File: config.mk
export PLATFORM = sky130hd
export DESIGN_NAME = sha256_packer
export DESIGN_NICKNAME = d
export VERILOG_FILES = /design/src/sv/assert_macros.svh /design/src/sv/sha256_pkg.sv /design/src/sv/sha256_packer.sv
export SDC_FILE = /design/constraint.sdc
export NUM_CORES = 2
export LEC_CHECK = 0
export BUFFER_PORTS_ARGS = -buffer_cell sky130_fd_sc_hd__buf_2
export CELL_PAD_IN_SITES_DETAIL_PLACEMENT = 1
export CELL_PAD_IN_SITES_GLOBAL_PLACEMENT = 1
export CORE_MARGIN = 8
export CORE_UTILIZATION = 45
export CTS_CLUSTER_SIZE = 30
export DETAILED_ROUTE_END_ITERATION = 16
export PLACE_DENSITY_LB_ADDON = 0.08
export SETUP_SLACK_MARGIN = 0.4
export SLEW_MARGIN = 10
export SYNTH_ARGS = -nofsm -noshare
export SYNTH_HDL_FRONTEND = slang
export SYNTH_SLANG_ARGS = --single-unit
File: constraint.sdc
create_clock -name clk_i -period 63.7 [get_ports clk_i]
set_clock_uncertainty 0.2 [all_clocks]
set_input_delay 9.555 -clock clk_i [delete_from_list [all_inputs] [get_ports clk_i]]
set_output_delay 9.555 -clock clk_i [all_outputs]
set_load 0.01 [all_outputs]
File: src/sv/assert_macros.svh
// Assertion macros, included by the compression engine RTL.
`ifndef ASSERT_MACROS_SVH
`define ASSERT_MACROS_SVH
// Implication checked on every rising clock edge outside reset.
`define ASSERT_IMPL(label, clk, rst_n, ante, cons, msg) \
  label: assert property (@(posedge clk) disable iff (!rst_n) (ante) |-> (cons)) \
    else $error(msg);
// Next-cycle implication checked outside reset.
`define ASSERT_NEXT(label, clk, rst_n, ante, cons, msg) \
  label: assert property (@(posedge clk) disable iff (!rst_n) (ante) |=> (cons)) \
    else $error(msg);
`endif

File: src/sv/sha256_pkg.sv
// Package with SHA-256 types, constants and round functions.
package sha256_pkg;

  typedef struct packed {
    logic [7:0] data_byte;
    logic       byte_valid;
    logic       end_of_message;
  } in_beat_t;

  typedef struct packed {
    logic [31:0] digest_word_0;
    logic [31:0] digest_word_1;
    logic [31:0] digest_word_2;
    logic [31:0] digest_word_3;
    logic [31:0] digest_word_4;
    logic [31:0] digest_word_5;
    logic [31:0] digest_word_6;
    logic [31:0] digest_word_7;
  } out_beat_t;

  // Command from the packer to the compression engine.
  typedef enum logic [0:0] {
    CMD_BLOCK = 1'b0,
    CMD_FINAL = 1'b1
  } cmd_e;

  typedef struct packed {
    cmd_e         cmd;
    logic [511:0] block;
  } job_t;

  localparam int unsigned QueueDepth = 2;

  localparam logic [255:0] InitChain = {
    32'h6a09e667, 32'hbb67ae85, 32'h3c6ef372, 32'ha54ff53a,
    32'h510e527f, 32'h9b05688c, 32'h1f83d9ab, 32'h5be0cd19
  };

  localparam logic [31:0] RoundK [64] = '{
    32'h428a2f98, 32'h71374491, 32'hb5c0fbcf, 32'he9b5dba5,
    32'h3956c25b, 32'h59f111f1, 32'h923f82a4, 32'hab1c5ed5,
    32'hd807aa98, 32'h12835b01, 32'h243185be, 32'h550c7dc3,
    32'h72be5d74, 32'h80deb1fe, 32'h9bdc06a7, 32'hc19bf174,
    32'he49b69c1, 32'hefbe4786, 32'h0fc19dc6, 32'h240ca1cc,
    32'h2de92c6f, 32'h4a7484aa, 32'h5cb0a9dc, 32'h76f988da,
    32'h983e5152, 32'ha831c66d, 32'hb00327c8, 32'hbf597fc7,
    32'hc6e00bf3, 32'hd5a79147, 32'h06ca6351, 32'h14292967,
    32'h27b70a85, 32'h2e1b2138, 32'h4d2c6dfc, 32'h53380d13,
    32'h650a7354, 32'h766a0abb, 32'h81c2c92e, 32'h92722c85,
    32'ha2bfe8a1, 32'ha81a664b, 32'hc24b8b70, 32'hc76c51a3,
    32'hd192e819, 32'hd6990624, 32'hf40e3585, 32'h106aa070,
    32'h19a4c116, 32'h1e376c08, 32'h2748774c, 32'h34b0bcb5,
    32'h391c0cb3, 32'h4ed8aa4a, 32'h5b9cca4f, 32'h682e6ff3,
    32'h748f82ee, 32'h78a5636f, 32'h84c87814, 32'h8cc70208,
    32'h90befffa, 32'ha4506ceb, 32'hbef9a3f7, 32'hc67178f2
  };

  function automatic logic [31:0] rotr(input logic [31:0] x, input int unsigned n);
    rotr = (x >> n) | (x << (32 - n));
  endfunction

  function automatic logic [31:0] sig0(input logic [31:0] x);
    sig0 = rotr(x, 7) ^ rotr(x, 18) ^ (x >> 3);
  endfunction

  function automatic logic [31:0] sig1(input logic [31:0] x);
    sig1 = rotr(x, 17) ^ rotr(x, 19) ^ (x >> 10);
  endfunction

  function automatic logic [31:0] bsig0(input logic [31:0] x);
    bsig0 = rotr(x, 2) ^ rotr(x, 13) ^ rotr(x, 22);
  endfunction

  function automatic logic [31:0] bsig1(input logic [31:0] x);
    bsig1 = rotr(x, 6) ^ rotr(x, 11) ^ rotr(x, 25);
  endfunction

endpackage

File: src/sv/sha256_packer.sv
// Front end: packs bytes into blocks, builds padding, issues jobs.
module sha256_packer (
  input  logic                 clk_i,
  input  logic                 rst_ni,
  input  logic                 in_valid_i,
  output logic                 in_ready_o,
  input  sha256_pkg::in_beat_t in_data_i,
  output logic                 job_valid_o,
  input  logic                 job_ready_i,
  output sha256_pkg::job_t     job_o
);

  typedef enum logic [1:0] {
    ST_FILL,
    ST_PAD,
    ST_LEN
  } state_e;

  state_e       state_q, state_d;
  logic [511:0] block_q, block_d;
  logic [63:0]  count_q, count_d;
  logic         job_valid_q, job_valid_d;
  sha256_pkg::job_t job_q, job_d;
  logic [5:0]   pos;
  logic [511:0] padded;
  logic [63:0]  bits;
  logic         slot_free;

  assign pos       = count_q[5:0];
  assign bits      = {count_q[60:0], 3'b000};
  assign slot_free = !job_valid_q || job_ready_i;
  assign in_ready_o = (state_q == ST_FILL) && slot_free;
  assign job_valid_o = job_valid_q;
  assign job_o       = job_q;

  always_comb begin
    padded = block_q;
    for (int i = 0; i < 64; i++) begin
      if (6'(i) == pos) padded[511 - 8*i -: 8] = 8'h80;
      else if (6'(i) > pos) padded[511 - 8*i -: 8] = 8'h00;
    end
  end

  always_comb begin
    state_d     = state_q;
    block_d     = block_q;
    count_d     = count_q;
    job_valid_d = job_valid_q && !job_ready_i;
    job_d       = job_q;
    case (state_q)
      ST_FILL: begin
        if (in_valid_i && in_ready_o) begin
          if (in_data_i.byte_valid) begin
            block_d[511 - 8*pos -: 8] = in_data_i.data_byte;
            count_d = count_q + 64'd1;
            if (pos == 6'd63) begin
              job_valid_d = 1'b1;
              job_d.cmd   = sha256_pkg::CMD_BLOCK;
              job_d.block = block_d;
            end
          end
          if (in_data_i.end_of_message) state_d = ST_PAD;
        end
      end
      ST_PAD: begin
        if (slot_free) begin
          job_valid_d = 1'b1;
          if (pos >= 6'd56) begin
            job_d.cmd   = sha256_pkg::CMD_BLOCK;
            job_d.block = padded;
            block_d     = '0;
            state_d     = ST_LEN;
          end else begin
            job_d.cmd   = sha256_pkg::CMD_FINAL;
            job_d.block = {padded[511:64], bits};
            count_d     = '0;
            state_d     = ST_FILL;
          end
        end
      end
      ST_LEN: begin
        if (slot_free) begin
          job_valid_d = 1'b1;
          job_d.cmd   = sha256_pkg::CMD_FINAL;
          job_d.block = {448'd0, bits};
          count_d     = '0;
          state_d     = ST_FILL;
        end
      end
      default: state_d = ST_FILL;
    endcase
  end

  always_ff @(posedge clk_i or negedge rst_ni) begin
    if (!rst_ni) begin
      state_q     <= ST_FILL;
      count_q     <= '0;
      job_valid_q <= 1'b0;
    end else begin
      state_q     <= state_d;
      count_q     <= count_d;
      job_valid_q <= job_valid_d;
    end
  end

  always_ff @(posedge clk_i) begin
    block_q <= block_d;
    job_q   <= job_d;
  end

endmodule

==> qor.yml <==
end_kind: "output port"
cp.required_ns: 53.95
gp_congestion: 0.854
finalSetupTns_ns: 0
fin_crit_sh: 0.313
overflow: 0
outcome: "finished clean"
relSlewSlack: 0.150
post-place-cells: 6238
regToRegSetupSlack_ns: 57.06
die_y_um: 349
dr.first_iter.drc_count: 4288
drive_gt1_frac: 0.166
synth.area.top_cells: "edfxtp_1 (62%), nor2_1 (6.5%), mux2i_1 (5.6%), o21ai_0 (4.3%), nand2_1 (3.7%)"
setup_viol: 0
vias: 39300
path_clk_slew_ns: 0.06
powerDensity_nw_per_um2: 65.6
arrival_ns: 10.17
dieArea_um2: 121000
clk_latency_ns: 0.72
synth_top_area_cell: "edfxtp_1"
drc: 0
wl_per_cell_um: 29.7
grt_pass1_wl_um: 276000
die_w_um: 349
final_common_cell: "edfxtp_1"
grt_pass1_vias: 39700
worst_path_max_delay_cell: "nand2b_1"
rsz0062_at_grt: "no"
core_area_um2: 110000
hpwl_um: 127000
synthCells: 4460
synth_edf_count: 1025
synthArstFlopShare: 0.0588
syn_to_final_growth_pct: 15.9
ant_nets: 0
syn_area_per_cell_um2: 11.2
hp-class: "flip-flop to flip-flop"
yosys.area.top_type_share: 0.618
dpl-instance-area_um2: 53800
cts.sinks: 1089
cts_tree: "yes"
drv_slew: 0
synth_ff_type: "edfxtp_1"
wirelength_um: 192000
fillers: 11800
viasPerCell: 6.09
crit_chain: "buf_2 > nand2b_1 > and2_1 > buf_2"
rows: 122
synth_nets: 4486
cpMostUsedCell: "buf_2"
synth_seq_cells: 1089
hold_buffers: 0
final_cell_mix: "edfxtp_1 (1025), nor2_1 (851), buf_2 (528), nand2_1 (484), o21ai_0 (429)"
yosys_warnings: 0
fmax_ghz: 0.0502
synthesis.area_um2: 49800
io_pins: 529
hold_viol_final: 0
max_stage_delay_ns: 0.19
leakagePower_nw: 20.7
ys_seq_area_frac: 0.651
cts_buffers: 118
stdcell_area_um2: 57700
drt_first_pass_iters: 5
antenna_found_initial: 13
startpoint_type: "input port"
port_buffers: 528
post_cts.repair.setup_buffers: 0
start_util: 0.452
ys_types: 67
post_cts_resized: 0
cts-root-buf: "clkbuf_16"
worstMarginPinSlew_ns: 1.27
grt_use_total: 0.305
cp_max_fo: 4
drv_cap: 0
stdcell_count: 6457
criticalPathCategory: "input port to output port"
finish.utilization: 0.523
nets: 4896
period_needed_ns: 19.92
htreeDepth: 3
finalPower_mw: 3.78
peakVddDrop_uv: 50.8
clockBufferDepth: 3
grt_max_degree: 174
critical path, delay by kind of cell:
family | cells | cell delay (ns)
simple gates | 2 | 0.37
buf+inv | 2 | 0.24
cell families after synthesis:
group	share of synthesized area
AND/OR/NAND/NOR	0.148
flip-flops	0.651
AO/OA/AOI/OAI	0.114
buffers and inverters	0.0265
multiplexers	0.0572
adder cells (fa/ha/maj)	0.00302
XOR/XNOR	0.00106
state kept, by name (all words and copies together) (netlist names):
name	cells
block_q	512
state_q	2
job_valid_o	1
job_o	513
count_q	61
through the flow:
stage               hold WS (ns)  setup slack, ns
global placement           0.329            43.80
floorplan                  0.296            14.61
global route               0.375            43.73
detailed placement         0.341            43.78
CTS                        0.357            43.78
finish                     0.354            43.78
routing by layer:
| layer | track usage | up-vias | wire length [um] |
|---|---|---|---|
| li1 | - | 17100 | - |
| met1 | 0.413 | 20100 | 78500 |
| met2 | 0.482 | 1785 | 89100 |
| met3 | 0.0594 | 347 | 16300 |
| met4 | 0.123 | 16 | 8100 |
| met5 | 0 | - | 96 |
final timing paths:
| check | end | cells past startpoint | start |
|---|---|---|---|
| worst max-delay path | in_ready_o | 4 | job_ready_i |
| worst min-delay path | job_o[116] | 2 | block_q[116] |
| worst max register to register | job_o[202] | 10 | state_q[1] |
| worst min register to register | job_o[116] | 2 | block_q[116] |
| max in group asynchronous | count_q[5] | 2 | rst_ni |
| min in group asynchronous | count_q[32] | 2 | rst_ni |
synthesized netlist by cell type, drive strengths merged (3+ instances only):
library cell     n
edfxtp        1025
nor2           856
nand2          485
o21ai          435
a21oi          333
clkbuf         286
mux2i          280
nor3           112
nand3           84
dfrtp           64
and2            39
o2bb2ai         39
buf             37
a221o           36
o22ai           32
and3            29
a22oi           24
inv             22
nand4           21
nor4            18
or4             18
nor2b           15
o31ai           15
or3             15
nand2b          13
a31oi           12
ha              12
a32oi           11
o22a             9
and4             8
nor3b            6
xnor2            6
a221oi           5
or2              5
a21boi           4
and3b            4
mux2             4
nand4b           4
o211ai           4
o221ai           4
a21o             3
a22o             3
o311a            3
power by group:
part           switching (mW)  total, mW  leakage, nW  internal [mW]
logic                    1.17       1.56         7.97          0.384
clock network           0.297      0.697         1.86          0.400
registers               0.166       1.53         10.9           1.36
layout make-up:
cell class | count | area [um^2] | area share
Tap cell | 1488 | 1860 | 0.0323
Inverter | 23 | 86.3 | 0.00150
Timing Repair Buffer | 613 | 3320 | 0.0575
Clock buffer | 138 | 3040 | 0.0527
Clock inverter | 80 | 783 | 0.0136
Sequential cell | 1089 | 32400 | 0.562
Antenna cell | 1 | 2.50 | 0.0000434
Multi-Input combinational cell | 3025 | 16200 | 0.281
(Power assumes the default switching activity.)
