[src/sv/assert_macros.svh]
// Assertion macros, included by the compression engine RTL.
`ifndef ASSERT_MACROS_SVH
`define ASSERT_MACROS_SVH
// Implication checked on every rising clock edge outside reset.
`define ASSERT_IMPL(label, clk, rst_n, ante, cons, msg) \
  label: assert property (@(posedge clk) disable iff (!rst_n) (ante) |-> (cons)) \
    else $error(msg);
// Next-cycle implication checked outside reset.
`define ASSERT_NEXT(label, clk, rst_n, ante, cons, msg) \
  label: assert property (@(posedge clk) disable iff (!rst_n) (ante) |=> (cons)) \
    else $error(msg);
`endif

[src/sv/sha256_pkg.sv]
// Package with SHA-256 types, constants and round functions.
package sha256_pkg;

  typedef struct packed {
    logic [7:0] data_byte;
    logic       byte_valid;
    logic       end_of_message;
  } in_beat_t;

  typedef struct packed {
    logic [31:0] digest_word_0;
    logic [31:0] digest_word_1;
    logic [31:0] digest_word_2;
    logic [31:0] digest_word_3;
    logic [31:0] digest_word_4;
    logic [31:0] digest_word_5;
    logic [31:0] digest_word_6;
    logic [31:0] digest_word_7;
  } out_beat_t;

  // Command from the packer to the compression engine.
  typedef enum logic [0:0] {
    CMD_BLOCK = 1'b0,
    CMD_FINAL = 1'b1
  } cmd_e;

  typedef struct packed {
    cmd_e         cmd;
    logic [511:0] block;
  } job_t;

  localparam int unsigned QueueDepth = 2;

  localparam logic [255:0] InitChain = {
    32'h6a09e667, 32'hbb67ae85, 32'h3c6ef372, 32'ha54ff53a,
    32'h510e527f, 32'h9b05688c, 32'h1f83d9ab, 32'h5be0cd19
  };

  localparam logic [31:0] RoundK [64] = '{
    32'h428a2f98, 32'h71374491, 32'hb5c0fbcf, 32'he9b5dba5,
    32'h3956c25b, 32'h59f111f1, 32'h923f82a4, 32'hab1c5ed5,
    32'hd807aa98, 32'h12835b01, 32'h243185be, 32'h550c7dc3,
    32'h72be5d74, 32'h80deb1fe, 32'h9bdc06a7, 32'hc19bf174,
    32'he49b69c1, 32'hefbe4786, 32'h0fc19dc6, 32'h240ca1cc,
    32'h2de92c6f, 32'h4a7484aa, 32'h5cb0a9dc, 32'h76f988da,
    32'h983e5152, 32'ha831c66d, 32'hb00327c8, 32'hbf597fc7,
    32'hc6e00bf3, 32'hd5a79147, 32'h06ca6351, 32'h14292967,
    32'h27b70a85, 32'h2e1b2138, 32'h4d2c6dfc, 32'h53380d13,
    32'h650a7354, 32'h766a0abb, 32'h81c2c92e, 32'h92722c85,
    32'ha2bfe8a1, 32'ha81a664b, 32'hc24b8b70, 32'hc76c51a3,
    32'hd192e819, 32'hd6990624, 32'hf40e3585, 32'h106aa070,
    32'h19a4c116, 32'h1e376c08, 32'h2748774c, 32'h34b0bcb5,
    32'h391c0cb3, 32'h4ed8aa4a, 32'h5b9cca4f, 32'h682e6ff3,
    32'h748f82ee, 32'h78a5636f, 32'h84c87814, 32'h8cc70208,
    32'h90befffa, 32'ha4506ceb, 32'hbef9a3f7, 32'hc67178f2
  };

  function automatic logic [31:0] rotr(input logic [31:0] x, input int unsigned n);
    rotr = (x >> n) | (x << (32 - n));
  endfunction

  function automatic logic [31:0] sig0(input logic [31:0] x);
    sig0 = rotr(x, 7) ^ rotr(x, 18) ^ (x >> 3);
  endfunction

  function automatic logic [31:0] sig1(input logic [31:0] x);
    sig1 = rotr(x, 17) ^ rotr(x, 19) ^ (x >> 10);
  endfunction

  function automatic logic [31:0] bsig0(input logic [31:0] x);
    bsig0 = rotr(x, 2) ^ rotr(x, 13) ^ rotr(x, 22);
  endfunction

  function automatic logic [31:0] bsig1(input logic [31:0] x);
    bsig1 = rotr(x, 6) ^ rotr(x, 11) ^ rotr(x, 25);
  endfunction

endpackage

[src/sv/sha256_engine.sv]
// Back end: 64-round compression, one round per cycle, and digest output.
`include "assert_macros.svh"
module sha256_engine (
  input  logic                  clk_i,
  input  logic                  rst_ni,
  input  logic                  job_valid_i,
  output logic                  job_ready_o,
  input  sha256_pkg::job_t      job_i,
  output logic                  out_valid_o,
  input  logic                  out_ready_i,
  output sha256_pkg::out_beat_t out_data_o
);

  typedef enum logic [1:0] {
    ST_IDLE,
    ST_ROUND,
    ST_ADD
  } state_e;

  state_e         state_q;
  logic [5:0]     rnd_q;
  logic [31:0]    w_q [16];
  logic [31:0]    v_q [8];
  logic [31:0]    h_q [8];
  logic           final_q;
  logic           out_valid_q;
  sha256_pkg::out_beat_t out_q;
  logic [31:0]    t1, t2, w_new;
  logic [31:0]    hn [8];

  assign job_ready_o = (state_q == ST_IDLE);
  assign out_valid_o = out_valid_q;
  assign out_data_o  = out_q;

  assign t1 = v_q[7] + sha256_pkg::bsig1(v_q[4]) + ((v_q[4] & v_q[5]) ^ (~v_q[4] & v_q[6]))
            + sha256_pkg::RoundK[rnd_q] + w_q[0];
  assign t2 = sha256_pkg::bsig0(v_q[0])
            + ((v_q[0] & v_q[1]) ^ (v_q[0] & v_q[2]) ^ (v_q[1] & v_q[2]));
  assign w_new = sha256_pkg::sig1(w_q[14]) + w_q[9] + sha256_pkg::sig0(w_q[1]) + w_q[0];

  always_comb begin
    for (int i = 0; i < 8; i++) hn[i] = h_q[i] + v_q[i];
  end

  always_ff @(posedge clk_i or negedge rst_ni) begin
    if (!rst_ni) begin
      state_q     <= ST_IDLE;
      rnd_q       <= '0;
      out_valid_q <= 1'b0;
      final_q     <= 1'b0;
      for (int i = 0; i < 8; i++) h_q[i] <= sha256_pkg::InitChain[255 - 32*i -: 32];
    end else begin
      if (out_valid_q && out_ready_i) out_valid_q <= 1'b0;
      case (state_q)
        ST_IDLE: begin
          if (job_valid_i) begin
            for (int i = 0; i < 16; i++) w_q[i] <= job_i.block[511 - 32*i -: 32];
            for (int i = 0; i < 8; i++) v_q[i] <= h_q[i];
            final_q <= (job_i.cmd == sha256_pkg::CMD_FINAL);
            rnd_q   <= '0;
            state_q <= ST_ROUND;
          end
        end
        ST_ROUND: begin
          for (int i = 0; i < 15; i++) w_q[i] <= w_q[i+1];
          w_q[15] <= w_new;
          v_q[0] <= t1 + t2;
          v_q[1] <= v_q[0];
          v_q[2] <= v_q[1];
          v_q[3] <= v_q[2];
          v_q[4] <= v_q[3] + t1;
          v_q[5] <= v_q[4];
          v_q[6] <= v_q[5];
          v_q[7] <= v_q[6];
          rnd_q  <= rnd_q + 6'd1;
          if (rnd_q == 6'd63) state_q <= ST_ADD;
        end
        ST_ADD: begin
          if (!final_q) begin
            for (int i = 0; i < 8; i++) h_q[i] <= hn[i];
            state_q <= ST_IDLE;
          end else if (!out_valid_q || out_ready_i) begin
            out_q <= {hn[0], hn[1], hn[2], hn[3], hn[4], hn[5], hn[6], hn[7]};
            out_valid_q <= 1'b1;
            for (int i = 0; i < 8; i++) h_q[i] <= sha256_pkg::InitChain[255 - 32*i -: 32];
            state_q <= ST_IDLE;
          end
        end
        default: state_q <= ST_IDLE;
      endcase
    end
  end

  `ASSERT_IMPL(a_round_in_round, clk_i, rst_ni, rnd_q != 6'd0, state_q == ST_ROUND,
               "round counter nonzero outside rounds")
  `ASSERT_NEXT(a_last_round, clk_i, rst_ni, state_q == ST_ROUND && rnd_q == 6'd63,
               state_q == ST_ADD, "missing chain update after last round")
  `ASSERT_NEXT(a_out_hold, clk_i, rst_ni, out_valid_q && !out_ready_i,
               out_valid_q && $stable(out_q), "digest dropped while stalled")

endmodule

[config.mk]
export PLATFORM = sky130hd
export DESIGN_NAME = sha256_engine
export DESIGN_NICKNAME = d
export VERILOG_FILES = /design/src/sv/sha256_pkg.sv /design/src/sv/sha256_engine.sv
export VERILOG_INCLUDE_DIRS = /design/src /design/src/sv
export SDC_FILE = /design/constraint.sdc
export NUM_CORES = 2
export LEC_CHECK = 0
export ABC_CLOCK_PERIOD_IN_PS = 37500
export BUFFER_PORTS_ARGS = -buffer_cell sky130_fd_sc_hd__buf_2
export CORE_UTILIZATION = 45
export DETAILED_ROUTE_END_ITERATION = 10
export GPL_TIMING_DRIVEN = 0
export PLACE_DENSITY_LB_ADDON = 0.12
export SYNTH_ARGS = -nofsm -noshare
export SYNTH_HDL_FRONTEND = slang
export SYNTH_SLANG_ARGS = --single-unit
export TNS_END_PERCENT = 5
[constraint.sdc]
create_clock -name clk_i -period 37.5 [get_ports clk_i]
set_clock_uncertainty 0.15 [all_clocks]
set_input_delay 3.75 -clock clk_i [delete_from_list [all_inputs] [get_ports clk_i]]
set_output_delay 3.75 -clock clk_i [all_outputs]
set_load 0.03 [all_outputs]
==> results.tsv <==
stage	metric	value	unit
hold_path	Hold Path Class	register to register	
grt	vias in the first global route	62530	
placed_design	DP HPWL	270400	µm
cells_and_area	most common cell after layout, fill and taps aside	nand2_1	
grt	initial antenna violation count	96	
die	die width	417.3	µm
synth	synth unique cells	90	
critical_path	startpoint types	register	
cells_and_area	Reg area	37580	µm²
route	via count	65050	
synth	Post-Syn Instances	7753	
timing	post-layout min period	12860	ps
route	initial drt markers	6905	
route	post-detailed-route count of antenna-violating nets	0	
clock_tree	Reg clk slew, reported paths	60	ps
critical_path	crit path capture type	register	
route	Vias per Instance	5.803	
synth	Area contributors post-synth	edfxtp_1, nand2_1, ha_1	
run	max-cap violations	0	
critical_path	most frequent CP cell	inv_1	
die	Die Span Y	417.3	µm
critical_path	Setup Crit Path Kind	register to register	
critical_path	critical path's top delay family	compound AO/OA/AOI/OAI gates	
synth	post-synthesis sequential area ratio	0.4842	
synth	top-area cell type share of the netlist area	0.3963	
placed_design	port bufs	774	
clock_tree	Post-CTS Setup Bufs	0	
timing	unrepaired setup endpoints after global routing	no	
route	drt drc	0	
cells_and_area	number of fill cells in the layout	15600	
clock_tree	Clk Latency, worst-skew pair	820	ps
cells_and_area	commonest cells after routing, fill and taps aside	nand2_1, edfxtp_1, buf_2, xnor2_1, ha_1	
timing	Max Fclk	77.76	MHz
synth	EDFF count, synth	1024	
clock_tree	Num CTS Buffers	147	
critical_path	Crit Path Max Fanout	17	
critical_path	critical path arrival	13250	ps
grt	gr ovfl total	0	
grt	met2 Track Usage GR	0.5798	
synth	ys async rst share	0.2062	
critical_path	buffers plus inverters on the worst setup path	8	
critical_path	Req. time, crit path	37890	ps
synth	Avg Cell Area, Syn	10.01	µm²
die	row cnt	152	
timing	Tightest Pin Transition	1449	ps
grt	Total Routing Usage GR	0.3755	
synth	leading area contributor after synthesis	edfxtp_1	
status	status	finished, final reports clean	
timing	Slew headroom	0.03415	
grt	met3 Usage GRT	0.07873	
timing	Final period util	0.3429	
synth	Mapped Area	77600	µm²
cells_and_area	multi-input logic area	37450	µm²
grt	met1 Use GR	0.4891	
grt	largest net degree at the start of global routing	100	
clock_tree	PostCTS Resize Cnt	0	
clock_tree	H-Tree Depth	4	
die	Core ar.	171400	µm²
cells_and_area	share of layout cells above drive strength 1	0.1433	
die	num ports	775	
cells_and_area	nets@finish	9835	
timing	Final Slew Violations	0	
clock_tree	Root Buffer	clkbuf_16	
clock_tree	Clock Sink Count	1290	
die	die area	174100	µm²
grt	GRT busiest layer	met2	
timing	Hold Vio Cnt, Final	0	
route	Pre-antenna DRT Iters	8	
synth	syn nets	8858	
clock_tree	CTS tree	built	
synth	Synth Register Bits	1290	
clock_tree	CTS max path bufs	3	
die	initial core utilization	0.4529	
critical_path	slowest stage cell, crit path	clkbuf_1	
placed_design	Placed Area	85280	µm²
route	total wire length	332000	µm
clock_tree	cts hold-fix bufs	0	
route	DR WL/cell	29.62	µm
synth	Syn. warnings	0	
synth	predominant post-synthesis flop cell	edfxtp_1	
placed_design	RD Place Congestion	1.041	
timing	# setup viols final	0	
cells_and_area	Syn-to-layout area delta	16.35	%
grt	first-pass GRT wire length	459200	µm
cells_and_area	cell area after layout	90290	µm²
critical_path	Max stage delay on crit path	880	ps
synth_stat cells (28+ instances only):
cell type,instances
dfrtp_1,130
a22o_1,120
nor2b_1,46
ha_1,393
clkbuf_1,335
nor2_1,265
dfstp_2,136
nand2b_1,71
inv_1,327
o21ai_0,300
o21a_1,72
o21bai_1,47
a21oi_1,352
o22a_1,129
nand2_1,2266
nor3_1,92
xor2_1,149
edfxtp_1,1024
nand3_1,95
and3_1,31
a31oi_1,52
xnor2_1,431
fa_1,195
o211ai_1,28
a211oi_1,47
a21o_1,204
worst paths after layout:
| path | start | endpoint | slack, ps | cells past startpoint |
|---|---|---|---|---|
| min reg2reg | w_q[1][33]$_DFFE_PP_ | w_q[1][1]$_DFFE_PP_ | 360 | 2 |
| max | rnd_q[2]$_DFFE_PN0P_ | v_q[0][31]$_DFFE_PP_ | 24640 | 38 |
| min in group asynchronous | rst_ni | h_q[155]$_DFFE_PN0P_ | 2750 | 1 |
| max reg2reg | rnd_q[2]$_DFFE_PN0P_ | v_q[0][31]$_DFFE_PP_ | 24640 | 38 |
| min | w_q[1][33]$_DFFE_PP_ | w_q[1][1]$_DFFE_PP_ | 360 | 2 |
| max in group asynchronous | rst_ni | h_q[68]$_DFFE_PN0P_ | 33240 | 2 |
per-stage QoR:
| stage | utilization | instances | setup TNS, ps | hold slack, ps | worst slack [ps] |
|---|---|---|---|---|---|
| after CTS | 0.5261 | 11160 | 0 | 354.3 | 24900 |
| final | 0.5269 | 11210 | 0 | 355.7 | 24640 |
| after detailed placement | 0.4977 | 10890 | 0 | 340.7 | 24920 |
| after global routing | 0.5267 | 11200 | 0 | 376.1 | 24300 |
| after floorplan | - | 7753 | 0 | 333.6 | 12820 |
| after global placement | 0.4923 | 10840 | -2708300 | 338.8 | -3662 |
kinds of logic (layout without fill, tap and decap cells):
| logic type | count (synthesis) | after routing | synth area share |
|---|---|---|---|
| simple gates | 2981 | 2981 | 0.1566 |
| xor+xnor | 580 | 580 | 0.06546 |
| fa+ha+maj | 591 | 591 | 0.1141 |
| compound gates | 1577 | 1577 | 0.1389 |
| buf+inv | 688 | 1789 | 0.03330 |
| mux | 46 | 46 | 0.007449 |
| other cells | 0 | 46 | 0 |
| flops | 1290 | 1290 | 0.4842 |
state kept, by name (all words and copies together) (netlist names):
name,flops
out_valid_o,1
w_q,512
v_q,256
out_data_o,256
h_q,256
final_q,1
rnd_q,6
state_q,2
worst register-to-register path: cells and delay by family (launching register included):
| kind | cells | cell delay [ps] |
|---|---|---|
| xor gates and xnor gates | 3 | 1120 |
| AOI/OAI and AO/OA | 14 | 4220 |
| and+or+nand+nor | 6 | 950 |
| buffers and inverters | 8 | 2430 |
| adders and majority gates | 7 | 3150 |
| DFF | 1 | 570 |
area by class of cell:
| type | count | share of cell area |
|---|---|---|
| sequential | 1290 | 0.4162 |
| multi-input combinational | 5775 | 0.4148 |
| timing repair buffer | 828 | 0.05306 |
| clock buffer | 199 | 0.04552 |
| tap | 2310 | 0.03201 |
| buffer | 359 | 0.01501 |
| inverter | 329 | 0.01368 |
| clock inverter | 74 | 0.008398 |
| antenna | 46 | 0.001275 |
metal layers:
metal | part of all wire | wire [µm]
met4 | 0.065 | 21490
met2 | 0.45 | 148900
met1 | 0.40 | 133300
met3 | 0.084 | 27960
met5 | 0.0012 | 386
Power is left out: the tool's default activity adds up to more than one toggle a clock period on the data nets, which glitch-free logic cannot reach.
