**config.mk**
```make
export PLATFORM = sky130hd
export DESIGN_NAME = sha256_queue
export DESIGN_NICKNAME = d
export VERILOG_FILES = /design/src/sv/assert_macros.svh /design/src/sv/sha256_pkg.sv /design/src/sv/sha256_queue.sv
export SDC_FILE = /design/constraint.sdc
export NUM_CORES = 1
export LEC_CHECK = 0
export ABC_AREA = 1
export BUFFER_PORTS_ARGS = -buffer_cell sky130_fd_sc_hd__buf_2
export CAP_MARGIN = 20
export CORE_AREA = 2 2 404 406
export DETAILED_ROUTE_END_ITERATION = 16
export DIE_AREA = 0 0 406 408
export GPL_ROUTABILITY_DRIVEN = 0
export GPL_TIMING_DRIVEN = 1
export SYNTH_ARGS = -nofsm -noshare
export SYNTH_HDL_FRONTEND = slang
export SYNTH_SLANG_ARGS = --single-unit
```
**constraint.sdc**
```tcl
create_clock -name clk_i -period 27.6 [get_ports clk_i]
set_clock_uncertainty 0.2 [all_clocks]
set_input_delay 2.76 -clock clk_i [delete_from_list [all_inputs] [get_ports clk_i]]
set_output_delay 2.76 -clock clk_i [all_outputs]
set_load 0.005 [all_outputs]
```
**src/sv/assert_macros.svh**
```systemverilog
// Assertion macros, included by the compression engine RTL.
`ifndef ASSERT_MACROS_SVH
`define ASSERT_MACROS_SVH
// Implication checked on every rising clock edge outside reset.
`define ASSERT_IMPL(label, clk, rst_n, ante, cons, msg) \
  label: assert property (@(posedge clk) disable iff (!rst_n) (ante) |-> (cons)) \
    else $error(msg);
// Next-cycle implication checked outside reset.
`define ASSERT_NEXT(label, clk, rst_n, ante, cons, msg) \
  label: assert property (@(posedge clk) disable iff (!rst_n) (ante) |=> (cons)) \
    else $error(msg);
`endif

```
**src/sv/sha256_pkg.sv**
```systemverilog
// Package with SHA-256 types, constants and round functions.
package sha256_pkg;

  typedef struct packed {
    logic [7:0] data_byte;
    logic       byte_valid;
    logic       end_of_message;
  } in_beat_t;

  typedef struct packed {
    logic [31:0] digest_word_0;
    logic [31:0] digest_word_1;
    logic [31:0] digest_word_2;
    logic [31:0] digest_word_3;
    logic [31:0] digest_word_4;
    logic [31:0] digest_word_5;
    logic [31:0] digest_word_6;
    logic [31:0] digest_word_7;
  } out_beat_t;

  // Command from the packer to the compression engine.
  typedef enum logic [0:0] {
    CMD_BLOCK = 1'b0,
    CMD_FINAL = 1'b1
  } cmd_e;

  typedef struct packed {
    cmd_e         cmd;
    logic [511:0] block;
  } job_t;

  localparam int unsigned QueueDepth = 2;

  localparam logic [255:0] InitChain = {
    32'h6a09e667, 32'hbb67ae85, 32'h3c6ef372, 32'ha54ff53a,
    32'h510e527f, 32'h9b05688c, 32'h1f83d9ab, 32'h5be0cd19
  };

  localparam logic [31:0] RoundK [64] = '{
    32'h428a2f98, 32'h71374491, 32'hb5c0fbcf, 32'he9b5dba5,
    32'h3956c25b, 32'h59f111f1, 32'h923f82a4, 32'hab1c5ed5,
    32'hd807aa98, 32'h12835b01, 32'h243185be, 32'h550c7dc3,
    32'h72be5d74, 32'h80deb1fe, 32'h9bdc06a7, 32'hc19bf174,
    32'he49b69c1, 32'hefbe4786, 32'h0fc19dc6, 32'h240ca1cc,
    32'h2de92c6f, 32'h4a7484aa, 32'h5cb0a9dc, 32'h76f988da,
    32'h983e5152, 32'ha831c66d, 32'hb00327c8, 32'hbf597fc7,
    32'hc6e00bf3, 32'hd5a79147, 32'h06ca6351, 32'h14292967,
    32'h27b70a85, 32'h2e1b2138, 32'h4d2c6dfc, 32'h53380d13,
    32'h650a7354, 32'h766a0abb, 32'h81c2c92e, 32'h92722c85,
    32'ha2bfe8a1, 32'ha81a664b, 32'hc24b8b70, 32'hc76c51a3,
    32'hd192e819, 32'hd6990624, 32'hf40e3585, 32'h106aa070,
    32'h19a4c116, 32'h1e376c08, 32'h2748774c, 32'h34b0bcb5,
    32'h391c0cb3, 32'h4ed8aa4a, 32'h5b9cca4f, 32'h682e6ff3,
    32'h748f82ee, 32'h78a5636f, 32'h84c87814, 32'h8cc70208,
    32'h90befffa, 32'ha4506ceb, 32'hbef9a3f7, 32'hc67178f2
  };

  function automatic logic [31:0] rotr(input logic [31:0] x, input int unsigned n);
    rotr = (x >> n) | (x << (32 - n));
  endfunction

  function automatic logic [31:0] sig0(input logic [31:0] x);
    sig0 = rotr(x, 7) ^ rotr(x, 18) ^ (x >> 3);
  endfunction

  function automatic logic [31:0] sig1(input logic [31:0] x);
    sig1 = rotr(x, 17) ^ rotr(x, 19) ^ (x >> 10);
  endfunction

  function automatic logic [31:0] bsig0(input logic [31:0] x);
    bsig0 = rotr(x, 2) ^ rotr(x, 13) ^ rotr(x, 22);
  endfunction

  function automatic logic [31:0] bsig1(input logic [31:0] x);
    bsig1 = rotr(x, 6) ^ rotr(x, 11) ^ rotr(x, 25);
  endfunction

endpackage

```
**src/sv/sha256_queue.sv**
```systemverilog
// Two-entry job queue between packer and compression engine.
module sha256_queue (
  input  logic             clk_i,
  input  logic             rst_ni,
  input  logic             wr_valid_i,
  output logic             wr_ready_o,
  input  sha256_pkg::job_t wr_data_i,
  output logic             rd_valid_o,
  input  logic             rd_ready_i,
  output sha256_pkg::job_t rd_data_o
);

  localparam int unsigned PtrW = $clog2(sha256_pkg::QueueDepth);

  sha256_pkg::job_t        mem_q [sha256_pkg::QueueDepth];
  logic [PtrW-1:0]         wr_ptr_q, rd_ptr_q;
  logic [PtrW:0]           fill_q;
  logic                    push, pop;

  assign wr_ready_o = fill_q != (PtrW+1)'(sha256_pkg::QueueDepth);
  assign rd_valid_o = fill_q != '0;
  assign rd_data_o  = mem_q[rd_ptr_q];
  assign push = wr_valid_i && wr_ready_o;
  assign pop  = rd_valid_o && rd_ready_i;

  always_ff @(posedge clk_i or negedge rst_ni) begin
    if (!rst_ni) begin
      wr_ptr_q <= '0;
      rd_ptr_q <= '0;
      fill_q   <= '0;
    end else begin
      if (push) wr_ptr_q <= wr_ptr_q + 1'b1;
      if (pop)  rd_ptr_q <= rd_ptr_q + 1'b1;
      fill_q <= fill_q + (PtrW+1)'(push) - (PtrW+1)'(pop);
    end
  end

  always_ff @(posedge clk_i) begin
    if (push) mem_q[wr_ptr_q] <= wr_data_i;
  end

endmodule

```
==> impl_metrics.env, run 1 <==
export IMPL_cpMostUsedCell="buf_4"
export IMPL_ys_ff_latch=1030
export IMPL_cts_resized=0
export IMPL_rows=148
export IMPL_clk_pin_slew_ps=60
export IMPL_cp_arrival_ps=4480
export IMPL_layout_area_overhead_vs_synth_pct=28.6
export IMPL_grt_pass1_wl_mm=159
export IMPL_synth_top_area_share_pct=81.9
export IMPL_routed_via_density=4.03
export IMPL_cp_data_required_time_ps=24640
export IMPL_io_buffers=1031
export IMPL_post_dp_hpwl_mm=80.6
export IMPL_cts_hold_buf=0
export IMPL_place_area_um2=44900
export IMPL_synth_seq_area_share_pct=82.2
export IMPL_tightest_slew_ps=1100
export IMPL_start_util_pct=23.3
export IMPL_max_slew_margin_rel_pct=26.4
export IMPL_vias=24400
export IMPL_drt_iter0_drc=1980
export IMPL_pre_cts_ws_ps=20140
export IMPL_leakagePower_nw=20.1
export IMPL_rrSetupSlack_ps=22540
export IMPL_peakVddDrop_uv=70.9
export IMPL_fin_ws_ps=20160
export IMPL_hold_viol=0
export IMPL_hold_depth=1
export IMPL_fin_util_pct=29.9
export IMPL_r2r_end="mem_q[1][368]$_DFFE_PP_"
export IMPL_n_fill_cell=16400
export IMPL_fin_area_um2=48300
export IMPL_hold_path_class="flop to flop"
export IMPL_cts_made_buffers=107
export IMPL_synthesis_nets=3228
export IMPL_clock_path_buffers=3
export IMPL_fp_dieH_um=408
export IMPL_drv_cap=0
export IMPL_clock_latency_ps=710
export IMPL_clock_sinks=1030
export IMPL_io_pins=1032
export IMPL_crit_slowest_cell="dfrtp_4"
export IMPL_status="finished, final reports clean"
export IMPL_drc_errors=0
export IMPL_slew_viol_final=0
export IMPL_critPathCaptureType="output pin"
export IMPL_min_period_ps=7440
export IMPL_netlist_area_um2=37600
export IMPL_r2r_start="fill_q[1]$_DFF_PN0_"
export IMPL_drive_gt1_share_pct=31.3
export IMPL_grtUsageTotal_pct=13.2
export IMPL_synthCells=2710
export IMPL_postCtsSetupBuffers=0
export IMPL_yosys_warnings=0
export IMPL_fin_tns_setup_ps=0
export IMPL_drt_pre_antenna_iters=5
export IMPL_antenna_found_initial=52
export IMPL_cts_htree_levels=3
export IMPL_grt_overflow=0
export IMPL_setup_viol=0
export IMPL_chipWidth_um=406
export IMPL_wire_per_inst_um=19.0
export IMPL_crit_type="flop to output pin"
export IMPL_synth_area_leader_cell="edfxtp_1"
export IMPL_rr_worst_depth=7
export IMPL_rsz0062_at_grt="no"
export IMPL_core_um2=162000
export IMPL_min_to="fill_q[0]$_DFF_PN0_"
export IMPL_fmax_mhz=134
export IMPL_ant_nets=0
export IMPL_worstSetupStartpointType="flop"
export IMPL_cts_tree="done"
export IMPL_clk_root_buffer_cell="clkbuf_16"
export IMPL_grt_start_max_net_pins=203
export IMPL_total_power_mw=5.19
export IMPL_routed_wl_mm=115
export IMPL_syn_area_per_cell_um2=13.9
export IMPL_power_density_nw_per_um2=107
export IMPL_critPathMaxStageDelay_ps=840
export IMPL_crit_path_max_fanout=72
export IMPL_grt_pass1_vias=23400
export IMPL_die_area_um2=166000
export IMPL_holdCritStartpoint="fill_q[0]$_DFF_PN0_"
export IMPL_min_period_over_period_pct=27.0
export IMPL_synth_distinct_cells=16
export IMPL_synth_area_leaders="edfxtp_1, nand2_1, buf_4"
export IMPL_fin_nets=4280
export IMPL_crit_chain="buf_4 -> buf_4 -> buf_4 -> nand2_1 -> nand2_1 -> buf_2"
## report_power, final
| part | switching [mW] | internal [mW] |
|---|---|---|
| Combinational | 1.11 | 0.486 |
| Clock | 0.609 | 0.763 |
| Sequential | 0.0843 | 2.14 |
## registers in the layout, summed over array words and instances, names as in the netlist
| signal | flops |
|---|---|
| wr_ptr_q | 1 |
| fill_q | 2 |
| mem_q | 1026 |
| rd_ptr_q | 1 |
## synthesized netlist by cell type
library cell	count
nand2_1	1548
edfxtp_1	1026
buf_2	52
buf_4	36
buf_6	20
inv_1	7
nor2_1	5
clkbuf_1	4
dfrtp_1	4
nand3_1	2
a21oi_1	1
buf_12	1
ha_1	1
inv_6	1
o21ai_0	1
xor2_1	1
## cells in the final DEF (no fill, tap or decap), types with 5 or more instances in the layout
| master | instances |
|---|---|
| buf_2 | 1031 |
| clkinv_1 | 25 |
| inv_1 | 7 |
| clkbuf_1 | 28 |
| nand2_1 | 1548 |
| edfxtp_1 | 1026 |
| clkbuf_16 | 110 |
| clkinvlp_4 | 5 |
| buf_4 | 23 |
| clkinv_2 | 13 |
| inv_6 | 6 |
| diode_2 | 27 |
## critical path, delay by kind of cell, from the launching register on
kind / cells / cell delay [ps]
simple gates: 2 / 390
flops: 1 / 840
buf+inv: 4 / 2390
## worst max-delay path by stage
stage	startpoint	to	slack, ps	cells after the start
after floorplan	wr_valid_i	mem_q[1][0]$_DFFE_PP_	1900	2
after global placement	wr_valid_i	mem_q[1][387]$_DFFE_PP_	20170	7
after detailed placement	wr_valid_i	mem_q[1][241]$_DFFE_PP_	20140	7
after CTS	rd_ptr_q$_DFFE_PN0P_	rd_data_o[12]	20050	6
after global routing	rd_ptr_q$_DFFE_PN0P_	rd_data_o[29]	19920	6
final	rd_ptr_q$_DFFE_PN0P_	rd_data_o[12]	20160	6
## routing by layer
layer / track usage, % / part of all wire, % / up-vias / routed length, um
li1: - / - / 11300 / -
met5: 0 / 0.18 / - / 207
met2: 22.9 / 51 / 1004 / 58900
met4: 5.90 / 3.3 / 30 / 3740
met3: 4.55 / 9.1 / 237 / 10500
met1: 14.5 / 36 / 11800 / 41500
## layout make-up
type                            instances  area [um^2]  area share (%)
Antenna cell                           27         67.6           0.140
Sequential cell                      1030        30900            63.9
Tap cell                             2175         2720            5.63
Timing Repair Buffer                 1056         5370            11.1
Clock inverter                         59          478           0.989
Inverter                                8         46.3          0.0958
Clock buffer                          138         2860            5.91
Multi-Input combinational cell       1559         5890            12.2
## per-stage QoR
stage	hold slack, ps	std cells
6_report	361	6052
5_1_grt	377	6048
4_1_cts	360	6025
3_5_place_dp	346	5828
3_3_place_gp	330	5828
2_1_floorplan	285	2710
## kinds of logic (layout without fill, tap and decap cells)
group | Yosys count | in the layout | share of synthesized area, %
xor gates and xnor gates | 1 | 1 | 0.0233
adders and majority gates | 1 | 1 | 0.0333
and+or+nand+nor | 1555 | 1555 | 15.5
other | 0 | 27 | 0
DFF | 1030 | 1030 | 82.2
AOI/OAI and AO/OA | 2 | 2 | 0.0266
buffers and inverters | 121 | 1261 | 2.20
Note: power is estimated with default switching activity, not from simulation.
==> run 2: changes to the inputs <==
--- a/config.mk
+++ b/config.mk
@@ -5,12 +5,12 @@
 export SDC_FILE = /design/constraint.sdc
 export NUM_CORES = 1
 export LEC_CHECK = 0
-export ABC_AREA = 1
+export ABC_AREA = 0
 export BUFFER_PORTS_ARGS = -buffer_cell sky130_fd_sc_hd__buf_2
 export CAP_MARGIN = 20
-export CORE_AREA = 2 2 404 406
+export CORE_AREA = 2 2 400 402
 export DETAILED_ROUTE_END_ITERATION = 16
-export DIE_AREA = 0 0 406 408
+export DIE_AREA = 0 0 402 404
 export GPL_ROUTABILITY_DRIVEN = 0
 export GPL_TIMING_DRIVEN = 1
 export SYNTH_ARGS = -nofsm -noshare
==> constraint.sdc (replaced) <==
create_clock -name clk_i -period 7.1 [get_ports clk_i]
set_clock_uncertainty 0.2 [all_clocks]
set_input_delay 0.71 -clock clk_i [delete_from_list [all_inputs] [get_ports clk_i]]
set_output_delay 0.71 -clock clk_i [all_outputs]
set_load 0.005 [all_outputs]
==> run 2 against run 1 <==
Die area down 2.0%. Non-clock buffer count increased by 528. Area after synthesis increased by 4.4%. Global-route usage fell by 0.46 points. Largest power group unchanged. Clock power grew to 4.0 times the previous value. Largest cell class unchanged. Critical path type unchanged. Cell area grew 15%. Register-to-register slack worse by 18000 ps. Critical path depth decreased by 3.
==> impl_metrics.env, run 2 <==
export IMPL_hold_viol=0
export IMPL_intPower_mw=14.9
export IMPL_seq_power_share_pct=41.3
export IMPL_drive_gt1_share_pct=52.1
export IMPL_met1_length_mm=39.7
export IMPL_clock_latency_ps=710
export IMPL_die_area_um2=162000
export IMPL_top_register="mem_q"
export IMPL_power_frac_comb_pct=32.5
export IMPL_post_dp_hpwl_mm=77.8
export IMPL_wl_met3_mm=10.1
export IMPL_grt_pass1_vias=22900
export IMPL_synth_area_leaders="edfxtp_1, mux2_4, mux2_2"
export IMPL_chipWidth_um=402
export IMPL_wl_met2_mm=55.3
export IMPL_cts_tree="done"
export IMPL_n_fill_cell=14900
export IMPL_routed_via_density=4.00
export IMPL_synth_area_leader_cell="edfxtp_1"
export IMPL_clock_path_buffers=3
export IMPL_leakagePower_nw=21.7
export IMPL_crit_type="flop to output pin"
export IMPL_critPathCaptureType="output pin"
export IMPL_synthArstFlopShare_pct=0.388
export IMPL_clk_pin_slew_ps=60
export IMPL_crit_path_max_fanout=117
export IMPL_drc_errors=0
export IMPL_rsz0062_at_grt="no"
export IMPL_highest_layer="met5"
export IMPL_syn_area_per_cell_um2=24.3
export IMPL_fin_area_um2=55400
export IMPL_synth_top_area_share_pct=78.5
export IMPL_routed_wl_mm=109
export IMPL_place_area_um2=46800
export IMPL_cts_htree_levels=3
export IMPL_drv_cap=0
export IMPL_min_period_over_period_pct=58.6
export IMPL_cts_made_buffers=111
export IMPL_pre_cts_ws_ps=3610
export IMPL_layout_commonest_cell="buf_2"
export IMPL_vias=21700
export IMPL_ys_ff_latch=1030
export IMPL_synth_common_cells="edfxtp_1, mux2_4, mux2_2, buf_8, buf_6"
export IMPL_io_buffers=1031
export IMPL_p_clk_share_pct=26.1
export IMPL_setup_viol=0
export IMPL_reg_largest_list="mem_q: 1026 flops, fill_q: 2 flops"
export IMPL_yosys_warnings=0
export IMPL_rows=146
export IMPL_status="finished, final reports clean"
export IMPL_min_period_ps=4160
export IMPL_fmax_mhz=240
export IMPL_clk_root_buffer_cell="clkbuf_16"
export IMPL_synth_distinct_cells=20
export IMPL_grt_overflow=0
export IMPL_grtUsageTotal_pct=12.7
export IMPL_clock_sinks=1030
export IMPL_synthFlopType="edfxtp_1"
export IMPL_drt_iter0_drc=1052
export IMPL_synth_seq_area_share_pct=78.7
export IMPL_wire_per_inst_um=20.0
export IMPL_synth_edf_count=1026
export IMPL_cp_data_required_time_ps=6190
export IMPL_r2r_start="fill_q[0]$_DFF_PN0_"
export IMPL_final_cell_mix="buf_2, edfxtp_1, dlygate4sd3_1, mux2_4, clkbuf_16"
export IMPL_fin_ws_ps=2940
export IMPL_synthCells=1618
export IMPL_final_cells=5435
export IMPL_peakVddDrop_uv=261
export IMPL_fp_dieH_um=404
export IMPL_power_switching_mw=6.14
export IMPL_start_util_pct=24.9
export IMPL_tightest_slew_ps=1020
export IMPL_fin_util_pct=35.1
export IMPL_cts_resized=0
export IMPL_grt_start_max_net_pins=141
export IMPL_synthesis_nets=2136
export IMPL_p_sw_share_pct=29.2
export IMPL_fin_tns_setup_ps=0
export IMPL_max_slew_margin_rel_pct=32.1
export IMPL_crit_start="rd_ptr_q$_DFFE_PN0P_"
export IMPL_layout_area_overhead_vs_synth_pct=41.1
export IMPL_drt_pre_antenna_iters=4
export IMPL_postCtsSetupBuffers=0
export IMPL_slew_viol_final=0
export IMPL_holdCritStartpoint="wr_data_i[98]"
export IMPL_antenna_found_initial=23
export IMPL_hold_path_class="input port to flop"
export IMPL_placedCellCount=4706
export IMPL_netlist_area_um2=39300
export IMPL_io_pins=1032
export IMPL_power_density_nw_per_um2=379
export IMPL_core_um2=158000
export IMPL_post_synth_top_count_cell="edfxtp_1"
export IMPL_worstSetupStartpointType="flop"
export IMPL_cp_arrival_ps=3250
export IMPL_ant_nets=0
export IMPL_largest_register_ffs=1026
export IMPL_grt_pass1_wl_mm=151
export IMPL_fin_nets=3776
[run 2: worst paths after layout]
check / to / slack (ps) / cells after the start
worst max-delay path: rd_data_o[12] / 2940 / 3
worst min-delay path: mem_q[1][98]$_DFFE_PP_ / 80 / 1
worst max register to register: mem_q[1][113]$_DFFE_PP_ / 4090 / 4
worst min register to register: wr_ptr_q$_DFFE_PN0P_ / 350 / 1
max in group asynchronous: rd_ptr_q$_DFFE_PN0P_ / 6370 / 2
min in group asynchronous: fill_q[0]$_DFF_PN0_ / 190 / 2
[run 2: cells by family (layout without fill, tap and decap cells)]
| logic type | Yosys count | count (layout) | synth area share, % |
|---|---|---|---|
| AND/OR/NAND/NOR | 10 | 10 | 0.124 |
| flip-flops | 1030 | 1030 | 78.7 |
| XOR/XNOR | 3 | 3 | 0.0669 |
| AO/OA/AOI/OAI | 4 | 4 | 0.0797 |
| other | 0 | 11 | 0 |
| adder cells (fa/ha/maj) | 1 | 1 | 0.0319 |
| multiplexers | 513 | 513 | 19.1 |
| buffers and inverters | 57 | 1791 | 1.84 |
[run 2: cell type report]
class / count / area (um^2) / share of cell area [%]
Clock inverter: 65 / 563 / 1.02
Clock buffer: 142 / 2920 / 5.26
Antenna cell: 11 / 27.5 / 0.0497
Timing Repair Buffer: 1584 / 10700 / 19.4
Sequential cell: 1030 / 30900 / 55.8
Multi-Input combinational cell: 531 / 7640 / 13.8
Tap cell: 2072 / 2590 / 4.68
[run 2: timing repair]
item	4_1_cts	5_1_grt
hold buffers	511	0
endpoints found under the hold margin	1023	0
endpoints found under the setup margin	0	0
[run 2: per-stage QoR]
step	total power, mW	hold WS, ps
finish	21.0	80.7
global placement	15.5	330
floorplan	13.2	214
detailed placement	15.5	327
CTS	21.3	7.55
global route	21.9	30.6
[run 2: routing by layer]
| layer | vias up | GRT usage (%) |
|---|---|---|
| li1 | 9803 | - |
| met4 | 16 | 5.44 |
| met3 | 201 | 5.03 |
| met2 | 860 | 22.1 |
| met1 | 10900 | 13.7 |
| met5 | - | 0 |
[run 2: power by group through the flow]
stage / Sequential (mW) / Combinational (mW) / Clock, mW
2_1_floorplan: 9.07 / 4.17 / 0
3_3_place_gp: 8.76 / 6.70 / 0
3_5_place_dp: 8.82 / 6.70 / 0
4_1_cts: 8.70 / 6.97 / 5.65
5_1_grt: 8.80 / 7.26 / 5.86
6_report: 8.68 / 6.83 / 5.48
[run 2: worst max-delay path, cell delays in order, from the launching register on]
cell	delay (ps)
dfrtp_4	1090
buf_12	750
mux2_2	420
buf_2	130
